**src/hdl/assert_macros.svh**
```systemverilog
// Assertion macros shared by the wildcard pattern hit counter RTL.
// Depends on nothing; files that assert take it by include.
`ifndef ASSERT_MACROS_SVH
`define ASSERT_MACROS_SVH

// Property must hold at every rising edge while out of reset.
`define WPHC_ASSERT(label, clk, rst_n, prop, msg) \
	label: assert property (@(posedge clk) disable iff (!rst_n) prop) else $error(msg);

// Condition must never be seen at a rising edge while out of reset.
`define WPHC_NEVER(label, clk, rst_n, cond, msg) \
	label: assert property (@(posedge clk) disable iff (!rst_n) !(cond)) else $error(msg);

`endif

```
**src/hdl/wphc_pkg.sv**
```systemverilog
// Shared types and constants of the wildcard pattern hit counter.
// Used by wphc_match and the top level; depends on nothing.
package wphc_pkg;

	localparam int MaxPattern  = 16;
	localparam int LenW        = $clog2(MaxPattern + 1);
	localparam int IdxW        = (MaxPattern > 1) ? $clog2(MaxPattern) : 1;
	localparam int SymW        = 8;
	localparam int CfgW        = 64;
	localparam int CfgLenW     = 5;
	localparam int CfgIdxW     = 2;
	localparam int CountW      = 32;
	localparam int CharsPerReg = CfgW / SymW;
	localparam int PatChars    = 2 * CharsPerReg;

	localparam logic [SymW-1:0] Wildcard = 8'h2E;

	typedef logic [SymW-1:0] sym_t;
	typedef sym_t [MaxPattern-1:0] window_t;
	typedef sym_t [PatChars-1:0] pattern_t;

	typedef enum logic [CfgIdxW-1:0] {
		CfgPatLow  = 2'd0,
		CfgPatHigh = 2'd1,
		CfgPatLen  = 2'd2
	} cfg_idx_t;

	// Active pattern length and fill of the window after the newest symbol.
	typedef struct packed {
		logic [LenW-1:0] len;
		logic [LenW-1:0] fill;
	} match_ctl_t;

endpackage

```
**src/hdl/wphc_match.sv**
```systemverilog
// Parallel window compare: one match flag per window position, and a single hit when all are set.
// Depends on wphc_pkg.
module wphc_match (
	input  wphc_pkg::window_t    window,
	input  wphc_pkg::pattern_t   pattern,
	input  wphc_pkg::match_ctl_t ctl,
	output logic                 hit
);

	logic [wphc_pkg::MaxPattern-1:0] pos_ok;

	// Window age a meets pattern char len-1-a; ages beyond len are ignored.
	always_comb begin
		logic [wphc_pkg::LenW-1:0] j_full;
		wphc_pkg::sym_t            p;
		for (int a = 0; a < wphc_pkg::MaxPattern; a++) begin
			j_full    = ctl.len - wphc_pkg::LenW'(1) - wphc_pkg::LenW'(a);
			p         = pattern[j_full[wphc_pkg::IdxW-1:0]];
			pos_ok[a] = (wphc_pkg::LenW'(a) >= ctl.len) || (p == wphc_pkg::Wildcard)
				|| (window[a] == p);
		end
	end

	assign hit = (ctl.fill >= ctl.len) && (&pos_ok);

endmodule

```
**src/hdl/wildcard_pattern_hit_counter.sv**
```systemverilog
// Wildcard pattern hit counter: counts the places in a symbol stream where a gapped pattern of
// 1 to 16 characters matches ('.' matches any symbol), and emits the saturating 32-bit count
// with the last symbol of each sequence, then starts afresh. Throughput is one item per cycle
// while the input is not held: an item is staged in an input register, the whole window is
// compared against the pattern combinationally by wphc_match, and the count lands in an output
// register, from which a sequence's result is offered once its last item moves on. A pending result does
// not stop the block: only a second last item arriving while the previous count still waits
// holds the input. Sequences shorter than the pattern report zero. Pattern length 0 acts as 1,
// above 16 as 16. Program the pattern registers only while no item is in flight.
// Depends on wphc_pkg, wphc_match and assert_macros.svh.
`include "assert_macros.svh"

module wildcard_pattern_hit_counter (
	input  logic                                clk,
	input  logic                                arst_n,
	// configuration write port
	input  logic                                cfg_we,
	input  logic [wphc_pkg::CfgIdxW-1:0]        cfg_index,
	input  logic [wphc_pkg::CfgW-1:0]           cfg_data,
	// symbol stream
	input  logic                                in_valid,
	output logic                                in_ready,
	input  logic [wphc_pkg::SymW-1:0]           symbol,
	input  logic                                last_symbol,
	// count results
	output logic                                out_valid,
	input  logic                                out_ready,
	output logic [wphc_pkg::CountW-1:0]         hit_count
);

	// Configuration registers
	logic [wphc_pkg::CfgW-1:0]    pat_low_q;
	logic [wphc_pkg::CfgW-1:0]    pat_high_q;
	logic [wphc_pkg::CfgLenW-1:0] pat_len_q;

	// Input stage
	logic                         valid_s1;
	wphc_pkg::sym_t               symbol_s1;
	logic                         last_s1;

	// Sequence state
	wphc_pkg::window_t            window_q;
	logic [wphc_pkg::LenW-1:0]    fill_q;
	logic [wphc_pkg::CountW-1:0]  hits_q;

	// Result register
	logic                         out_valid_q;
	logic [wphc_pkg::CountW-1:0]  hit_count_q;

	wphc_pkg::window_t            win_next;
	wphc_pkg::pattern_t           pattern;
	wphc_pkg::match_ctl_t         ctl;
	logic [wphc_pkg::LenW-1:0]    len_eff;
	logic [wphc_pkg::CountW-1:0]  hits_next;
	logic                         hit;
	logic                         consume;

	// Decode configuration writes; unknown indexes are dropped.
	always_ff @(posedge clk or negedge arst_n) begin
		if (!arst_n) begin
			pat_low_q  <= '0;
			pat_high_q <= '0;
			pat_len_q  <= wphc_pkg::CfgLenW'(1);
		end else if (cfg_we) begin
			unique case (wphc_pkg::cfg_idx_t'(cfg_index))
				wphc_pkg::CfgPatLow:  pat_low_q  <= cfg_data;
				wphc_pkg::CfgPatHigh: pat_high_q <= cfg_data;
				wphc_pkg::CfgPatLen:  pat_len_q  <= cfg_data[wphc_pkg::CfgLenW-1:0];
				default: ;
			endcase
		end
	end

	// Clamp the programmed length into 1..MaxPattern.
	always_comb begin
		if (pat_len_q == '0) begin
			len_eff = wphc_pkg::LenW'(1);
		end else if (pat_len_q > wphc_pkg::CfgLenW'(wphc_pkg::MaxPattern)) begin
			len_eff = wphc_pkg::LenW'(wphc_pkg::MaxPattern);
		end else begin
			len_eff = wphc_pkg::LenW'(pat_len_q);
		end
	end

	// Character 0 sits in the low byte of the low register.
	assign pattern = wphc_pkg::pattern_t'({pat_high_q, pat_low_q});

	// Shift the staged symbol in as the newest window entry.
	always_comb begin
		win_next[0] = symbol_s1;
		for (int k = 1; k < wphc_pkg::MaxPattern; k++) begin
			win_next[k] = window_q[k-1];
		end
	end

	assign ctl.len  = len_eff;
	assign ctl.fill = (fill_q == wphc_pkg::LenW'(wphc_pkg::MaxPattern)) ? fill_q
		: fill_q + wphc_pkg::LenW'(1);

	wphc_match u_match (
		.window  (win_next),
		.pattern (pattern),
		.ctl     (ctl),
		.hit     (hit)
	);

	// Count the hit, saturating at all ones.
	assign hits_next = (hit && (hits_q != '1)) ? hits_q + wphc_pkg::CountW'(1) : hits_q;

	// A staged item moves on unless it carries a result and the result slot stays full.
	assign consume  = valid_s1 && (!last_s1 || !out_valid_q || out_ready);
	assign in_ready = !valid_s1 || consume;

	always_ff @(posedge clk or negedge arst_n) begin
		if (!arst_n) begin
			valid_s1 <= 1'b0;
		end else if (in_ready) begin
			valid_s1 <= in_valid;
		end
	end

	always_ff @(posedge clk) begin
		if (in_valid && in_ready) begin
			symbol_s1 <= symbol;
			last_s1   <= last_symbol;
		end
	end

	// Advance the sequence state; the last item clears it for the next sequence.
	always_ff @(posedge clk or negedge arst_n) begin
		if (!arst_n) begin
			fill_q <= '0;
			hits_q <= '0;
		end else if (consume) begin
			if (last_s1) begin
				fill_q <= '0;
				hits_q <= '0;
			end else begin
				fill_q <= ctl.fill;
				hits_q <= hits_next;
			end
		end
	end

	// Window entries beyond the fill never affect a hit, so they need no clearing.
	always_ff @(posedge clk) begin
		if (consume) begin
			window_q <= win_next;
		end
		if (consume && last_s1) begin
			hit_count_q <= hits_next;
		end
	end

	// Hold the result until taken; a new result may replace one taken in the same cycle.
	always_ff @(posedge clk or negedge arst_n) begin
		if (!arst_n) begin
			out_valid_q <= 1'b0;
		end else if (consume && last_s1) begin
			out_valid_q <= 1'b1;
		end else if (out_ready) begin
			out_valid_q <= 1'b0;
		end
	end

	assign out_valid = out_valid_q;
	assign hit_count = hit_count_q;

	`WPHC_ASSERT(a_fill_bounded, clk, arst_n, fill_q <= wphc_pkg::LenW'(wphc_pkg::MaxPattern), "fill count beyond window depth")
	`WPHC_ASSERT(a_last_yields_result, clk, arst_n, (consume && last_s1) |=> out_valid, "last item gave no result")
	`WPHC_ASSERT(a_last_clears_state, clk, arst_n, (consume && last_s1) |=> (fill_q == '0 && hits_q == '0), "sequence state not cleared")
	`WPHC_NEVER(a_stall_needs_item, clk, arst_n, !in_ready && !(valid_s1 && last_s1 && out_valid_q), "input held without a blocked result")

endmodule

```
**config.mk**
```make
export PLATFORM = sky130hd
export DESIGN_NAME = wildcard_pattern_hit_counter
export DESIGN_NICKNAME = d
export VERILOG_FILES = /design/src/hdl/wphc_pkg.sv /design/src/hdl/wphc_match.sv /design/src/hdl/wildcard_pattern_hit_counter.sv
export VERILOG_INCLUDE_DIRS = /design/src /design/src/hdl
export SDC_FILE = /design/constraint.sdc
export NUM_CORES = 1
export LEC_CHECK = 0
export ABC_AREA = 0
export BUFFER_PORTS_ARGS = -buffer_cell sky130_fd_sc_hd__buf_2
export CELL_PAD_IN_SITES_DETAIL_PLACEMENT = 0
export CELL_PAD_IN_SITES_GLOBAL_PLACEMENT = 1
export CORE_UTILIZATION = 40
export DETAILED_ROUTE_END_ITERATION = 8
export PLACE_DENSITY_LB_ADDON = 0.1
export SYNTH_ARGS = -nofsm -noshare
export SYNTH_HDL_FRONTEND = slang
export SYNTH_HIERARCHICAL = 1
export SYNTH_SLANG_ARGS = --single-unit
export TNS_END_PERCENT = 100
```
**constraint.sdc**
```tcl
create_clock -name clk -period 6.45 [get_ports clk]
set_input_delay 0.3225 -clock clk [delete_from_list [all_inputs] [get_ports clk]]
set_output_delay 0.3225 -clock clk [all_outputs]
set_load 0.01 [all_outputs]
```
**Word level (Yosys, flattened, before mapping)**

Cells that the tools add are included.

- Flip-flop bits (word level): 333
- Input port bits: 80
- Output and inout port bits: 34
- Word-level logic and storage cells: 203

- Add/subtract/negate cells: 18
- Order comparisons: 34
- Eq/ne operators: 36
- Muxes and demuxes: 40
- Reduce and logical (&&, ||, !) cells: 50

Operator list:

| operator | number |
|---|---|
| $bmux 8 s4 | 16 |
| $eq 8x6->1 const B | 16 |
| $eq 8x8->1 | 16 |
| $mux 8 | 16 |
| $lt 4x5->1 const B | 16 |
| $mux 32 | 2 |
| $ge 4x5->1 const A | 8 |
| $logic_or 1x1->1 | 35 |
| $add 32x1->32 const B | 1 |
| $ne 32x32->1 const B | 1 |
| $sub 4x4->4 const B | 8 |
| $ge 3x5->1 const A | 4 |
| $mux 5 | 4 |
| $reduce_and 16->1 | 1 |
| $sub 4x3->4 const B | 4 |
| $ge 1x5->1 const A | 2 |
| $ge 2x5->1 const A | 2 |
| $sub 4x1->4 const B | 2 |
| $sub 4x2->4 const B | 2 |
| $reduce_and 2->1 | 3 |
| $add 5x1->5 const B | 1 |
| $eq 5x5->1 const B | 1 |
| $ge 5x5->1 | 1 |
| $gt 5x5->1 const B | 1 |
| 8 further kinds | 15 |

**Depth between registers and ports, before layout**

Gate-level depths: netlist (run 1).

- Word-level depth: 15
- Gate-level depth with buffers: 26

**Cells and area by module**

The synthesis (run 1) kept the hierarchy.

Modules (own cells, without submodules):

| module | instances | cells an instance | area an instance (sq um) |
|---|---|---|---|
| wildcard_pattern_hit_counter | 1 | 790 | 12,767.2 |
| wphc_match | 1 | 964 | 8,713.4 |

**Least setup slack after synthesis (run 1)**

No wires, ideal clock.

- Path type: reg2reg
- Start point: register pat_len_q[2] (netlist name)
- End point: register hits_q[31] (netlist name)
- Library setup time: 0.126 ns
- Data arrival time: 5.353 ns
- Data required time: 6.324 ns
- Slack: 0.971 ns
- Cell stages (with the launch flop): 25
- Path buffers: 5
- Cells stage by stage: dfrtp_1 nor3_1 nor2_1 nor2_1 buf_4 inv_2 buf_1 ha_1 buf_2 or2_2 clkbuf_1 buf_1 o22ai_1 nor2_1 or4_1 mux2_2 o21ai_0 a21oi_1 nor4_1 and4_1 and4_1 and4_1 o2111ai_2 or2_1 a221o_1

RTL lines:

| item | RTL line | source |
|---|---|---|
| start: declaration | wildcard_pattern_hit_counter.sv:34 | `logic [wphc_pkg::CfgLenW-1:0] pat_len_q;` |
| start signal: assignment | wildcard_pattern_hit_counter.sv:63 | `pat_len_q <= wphc_pkg::CfgLenW'(1);` |
| start signal: assignment | wildcard_pattern_hit_counter.sv:68 | `wphc_pkg::CfgPatLen: pat_len_q <= cfg_data[wphc_pkg::CfgLenW-1:0];` |
| end signal: assignment | wildcard_pattern_hit_counter.sv:140 | `hits_q <= hits_next;` |
| end: declaration | wildcard_pattern_hit_counter.sv:44 | `logic [wphc_pkg::CountW-1:0] hits_q;` |

==> impl_metrics.ini, run 1 <==
[detailed_routing]
drc = 0
via_per_inst = 6.017
dr.pass1.iters = 5
drt_wl_total_um = 75730
vias = 15806
final_antenna_net_count = 0
wire_per_inst_um = 28.83
initialDrtViolationCount = 1511

[place]
placed_area_um2 = 22970
placed_cells = 2504
port_buffers = 113
gp_congestion = 1.021
dp_hpwl_um = 58730

[worst_setup_path]
cp_cell_sequence = nor3_1 > nor2_1 > nor2_4 > inv_2 > ha_2 > buf_4 > nand2b_1 > buf_4 > o22a_1 > o221ai_1 > mux2i_1 > xnor2_1 > nand4_1 > o21ai_0 > o31ai_1 > nor4_2 > and4_1 > buf_4 > and4_1 > and4_1 > o2111ai_2 > or2_1 > a221o_1
crit_path_end_kind = flop
critPathKind = reg -> reg
r2r_start = pat_len_q[2]
r2r_slack_ns = 0.27
cp-start-kind = flop
cp.arrival_ns = 6.62
worstPathMaxFanout = 26
worstSetupStartpoint = pat_len_q[2]
crit_path_max_incr_delay_ns = 0.43
slowest_stage = o21ai_0
required_ns = 6.89

[yosys]
synth_cells = 1754
synth_async_sr_flop_share_pct = 51.65
synth-seq-cells = 333
ys_seq_area_share_pct = 42.55
ys_warn_count = 6
synth_common_cells = 202 x mux2_2, 201 x mux2i_1, 171 x dfrtp_1
synth_edf_count = 161
synth_largest_area_cell = edfxtp_1
ys.flop_type = dfrtp_1
synthXorXnorAreaFrac_pct = 7.654
synth_area_leaders = edfxtp_1 23%, dfrtp_1 20%, mux2_2 11%
synthAdderAreaFrac_pct = 0.9902
synth.distinct_cells = 85
synthesis.area_um2 = 21480
synth-simple-area-share_pct = 9.564
synth_most_common_cell = mux2_2
synth_top_area_share_pct = 22.51
synth_top_family_by_area = multiplexers
syn_nets = 1851
synth_area_per_cell_um2 = 12.25
synth_compound_area_share_pct = 7.811
muxShareOfSynthArea_pct = 28.24

[cells_and_area]
utilization_pct = 47.07
n_antenna_cell = 0
fillCellCount = 4809
multiInputGateArea_um2 = 11800
drive_gt1_share_pct = 29.71
layout.nets = 2011
final_area_um2 = 24840
final_cells = 2627
area_growth_pct = 15.62
seqCellArea_um2 = 9140

[cts]
cts_buffers = 38
root_buffer = clkbuf_16
numClockSinks = 333
clk_latency_ns = 0.56
cts_max_level = 2
cts_tree = done
clock_path_buffers = 3
clkTransAtPathRegs_ns = 0.06

[sta]
slew_headroom_pct = 25.47
rsz0062_at_grt = false
setup_tns_ns = 0
setup_viol = 0
fmaxAchievable_mhz = 161.8
maxSlewViolCount = 0
period_needed_ns = 6.181
timing.final.crit_share_pct = 95.82
finalHoldViolCount = 0
tightest_slew_ns = 1.113
finClkSkew_ns = 0.01729

[flow_run]
max_cap_viol_count = 0

[floorplan]
die_y_um = 233.7
dieArea_um2 = 54630
num_io_pins = 114
fp-row-count = 84
coreArea_um2 = 52760
die_w_um = 233.7
start_util_pct = 40.71

[power]
p_leak_nw = 9.694
p_per_area_nw_per_um2 = 483.5
power_mw = 12.01
vdd_drop_max_mv = 0.2003

[grt]
grt_pass1_vias = 15383
antenna_found_initial = 3
grt_pass1_wl_um = 108800
grt_usage_pct = 27.79
grt_max_degree = 80
gr-total-overflow = 0

[min_path]
hold_path_class = in -> reg
min_from = cfg_data[30]

[run_status]
status = finished, final reports clean
-- registers in the layout, indices dropped and copies added (netlist names) --
signal / flops
symbol_s1: 8
valid_s1: 1
pat_len_q: 5
hits_q: 32
pat_high_q: 64
hit_count: 32
fill_q: 5
out_valid: 1
win_next: 120
last_s1: 1
pat_low_q: 64
-- routing by layer --
metal  GRT usage, %  wire length, um  vias to the layer above
li1               -                -                     7100
met1          38.79            34080                     8098
met2          43.78            34820                      512
met3          4.706             4462                       96
met4          9.071             2368                        0
met5              0                0                        -
-- per-stage QoR --
stage          setup slack (ns)  hold WS [ns]
2_1_floorplan            0.9711       0.02691
3_3_place_gp            -0.1687        0.2829
3_5_place_dp            -0.1484        0.2860
4_1_cts                 0.03196     0.0002248
5_1_grt                0.004296       0.01055
6_report                 0.2694       0.02611
-- report_power, final --
group	switching [mW]	internal (mW)	leakage (nW)	total [mW]
Sequential	0.313	2.53	3.69	2.84
Combinational	4.18	2.85	5.42	7.04
Clock	0.887	1.25	0.591	2.13
Total	5.38	6.63	9.69	12.0
-- critical path: cells and delay by family (launching register included) --
| kind | cells | cell delay (ns) |
|---|---|---|
| adders and majority gates | 1 | 0.41 |
| xor gates and xnor gates | 1 | 0.15 |
| and+or+nand+nor | 10 | 2.24 |
| DFF | 1 | 0.39 |
| buffers and inverters | 4 | 0.86 |
| muxes | 1 | 0.36 |
| AOI/OAI and AO/OA | 6 | 1.65 |
-- final timing paths --
check	end	cells after the start
min in group asynchronous	pat_high_q[18]	2
worst max register to register	hits_q[31]	23
max in group asynchronous	hits_q[9]	3
worst min-delay path	pat_high_q[30]	2
worst min register to register	win_next[49]	0
worst max-delay path	hits_q[31]	23
-- timing repair --
item                                   CTS  global route
gates cloned                             0             1
resized for setup                        1            14
buffers inserted                         0             6
hold buffers                            51             0
pin swaps                                0             1
setup endpoints to repair               21            42
endpoints found under the hold margin  130             0
-- layout make-up --
| class | count | area share, % |
|---|---|---|
| timing repair buffer | 236 | 6.973 |
| clock buffer | 51 | 4.308 |
| inverter | 23 | 0.3577 |
| sequential | 333 | 36.80 |
| clock inverter | 14 | 0.5743 |
| multi-input combinational | 1282 | 47.52 |
| tap | 688 | 3.466 |
-- logic make-up (layout without fill, tap and decap cells) --
kind of cell               Yosys count  after routing
muxes                              482            482
adders and majority gates           17             17
xor gates and xnor gates           174            174
buffers and inverters              139            324
and+or+nand+nor                    376            376
DFF                                333            333
AOI/OAI and AO/OA                  233            233
-- placed cells by master, fill, tap and decap left out, drive strengths merged, types with 35 or more instances in the layout --
cell / count
buf: 184
clkbuf: 52
dfrtp: 171
dlygate4sd3: 51
edfxtp: 161
mux2: 203
mux2i: 201
mux4: 78
nand2: 70
nand3: 37
nand4: 35
nor2: 86
o22ai: 88
xnor2: 98
xor2: 76
Power figures use the tool's default switching activity.
==> inputs of run 2 (changes only) <==
Settings changed: RECOVER_POWER set to 50, TNS_END_PERCENT 100 to 20.
Clock period 6.45 ns to 6.84 ns, I/O delays scaled along.
==> impl_metrics.ini, run 2 (synthesized netlist as in run 1, its figures left out) <==
[grt]
grt_pass1_wl_um = 108900
grt_usage_pct = 27.77
grt_max_degree = 99
gr-total-overflow = 0
antenna_found_initial = 1
grt_pass1_vias = 15302

[cts]
clk_latency_ns = 0.57
numClockSinks = 333
clkTransAtPathRegs_ns = 0.06
clock_path_buffers = 3
cts_tree = done
root_buffer = clkbuf_16
cts_buffers = 40
cts_max_level = 2

[min_path]
min_from = cfg_data[39]
hold_path_class = in -> reg
hold_end = pat_high_q[39]
hold_depth = 2

[floorplan]
coreArea_um2 = 52760
start_util_pct = 40.71
fp-row-count = 84
num_io_pins = 114
dieArea_um2 = 54630
die_y_um = 233.7
die_w_um = 233.7

[detailed_routing]
wl_met3_um = 3520
drc = 0
via_per_inst = 6.059
drt_wl_total_um = 75060
dr.pass1.iters = 5
met2_length_um = 34250
vias = 15627
wire_per_inst_um = 29.10
top_layer_used = met4
final_antenna_net_count = 0
met1Wirelength_um = 34450
initialDrtViolationCount = 1185

[sta]
tightest_slew_ns = 5.525
setup_tns_ns = 0
setup_ws_ns = 0.2260
timing.final.crit_share_pct = 96.70
setup_viol = 0
finClkSkew_ns = 0.01687
fmaxAchievable_mhz = 151.2
maxSlewViolCount = 277
finalHoldViolCount = 0
period_needed_ns = 6.614
slew_headroom_pct = -268.3

[place]
port_buffers = 113
placed_cells = 2487
pre_cts_slack_ns = -0.1529
dp_hpwl_um = 58280
gp_congestion = 0.9908

[run_status]
violations = max-capacitance violations, max-slew violations
status = finished, violations left

[worst_setup_path]
worstPathMaxFanout = 24
crit_path_end_kind = flop
critPathKind = reg -> reg
cp.arrival_ns = 7.07
r2r_start = pat_len_q[3]
r2r_slack_ns = 0.23
r2r-end = hits_q[31]
cp-start-kind = flop
reg2reg_depth = 21
required_ns = 7.29

[cells_and_area]
largest_reg_flops = 120
fillCellCount = 4871
drive_gt1_share_pct = 28.47
final_cells = 2579
layout_commonest_cell = mux2_2
utilization_pct = 46.04
final_cell_mix = 202 x mux2_2, 201 x mux2i_1, 171 x dfrtp_1, 161 x edfxtp_1, 106 x buf_2
area_growth_pct = 13.08
layout.nets = 1958

[power]
p_leak_nw = 9.434
power_mw = 11.16
p_per_area_nw_per_um2 = 459.3
vdd_drop_max_mv = 0.2214

[flow_run]
max_cap_viol_count = 4
run 2: what timing repair did:
action                                  CTS  global route
endpoints found under the setup margin   12            27
gates resized for setup                   4             6
setup buffers                             0             4
pin swaps                                 0             3
hold buffers                             16             0
endpoints found under the hold margin   113             0
run 2: layout make-up:
class / count / area, um2 / share of cell area [%]
Sequential cell: 333 / 9140 / 37.63
Inverter: 23 / 88.84 / 0.3657
Multi-Input combinational cell: 1282 / 11750 / 48.38
Timing Repair Buffer: 181 / 1162 / 4.785
Clock buffer: 60 / 1170 / 4.816
Tap cell: 688 / 860.8 / 3.544
Clock inverter: 11 / 115.1 / 0.4739
Antenna cell: 1 / 2.502 / 0.01030
run 2: per-stage QoR:
| stage | hold WS, ns | instance area, um2 |
|---|---|---|
| 2_1_floorplan | 0.04641 | 21480 |
| 3_3_place_gp | 0.4546 | 22810 |
| 3_5_place_dp | 0.4568 | 22810 |
| 4_1_cts | 0.0009305 | 24270 |
| 5_1_grt | 0.02134 | 24290 |
| 6_report | 0.02600 | 24290 |
run 2: how the worst max path moves through the flow:
stage	from	to	slack, ns	cells after the start
finish	pat_len_q[3]	hits_q[31]	0.23	21
global route	pat_len_q[1]	hits_q[31]	-0.009	20
CTS	pat_len_q[3]	hits_q[31]	0.07	21
detailed placement	pat_len_q[3]	hits_q[31]	-0.15	20
global placement	pat_len_q[3]	hits_q[31]	-0.12	20
floorplan	pat_len_q[2]	hits_q[31]	1.36	24
run 2: report_power, final:
| group | switching (mW) | internal, mW | total [mW] |
|---|---|---|---|
| clock network | 0.842 | 1.26 | 2.10 |
| registers | 0.288 | 2.39 | 2.67 |
| logic | 3.83 | 2.56 | 6.39 |
| total | 4.96 | 6.20 | 11.2 |
run 2: metal layers:
| metal | track usage (%) | up-vias |
|---|---|---|
| met1 | 38.87 | 8053 |
| met4 | 10.45 | 0 |
| met2 | 43.32 | 459 |
| li1 | - | 7009 |
| met3 | 4.244 | 106 |
| met5 | 0 | - |
run 2: critical path, stage by stage (launching register included):
cell	delay, ns
dfrtp_1	0.50
nor3_1	0.22
nor2_1	0.09
nor2_4	0.12
inv_2	0.11
ha_2	0.58
or2_4	0.42
buf_4	0.25
o22ai_1	0.10
nor2_1	0.45
mux2i_1	0.25
xor2_1	0.19
nand4_1	0.11
nor4_2	0.51
a2111oi_0	0.22
nor4_1	0.51
and4_4	0.42
and4_1	0.28
and4_1	0.30
o2111ai_2	0.20
or2_1	0.30
a221o_1	0.33
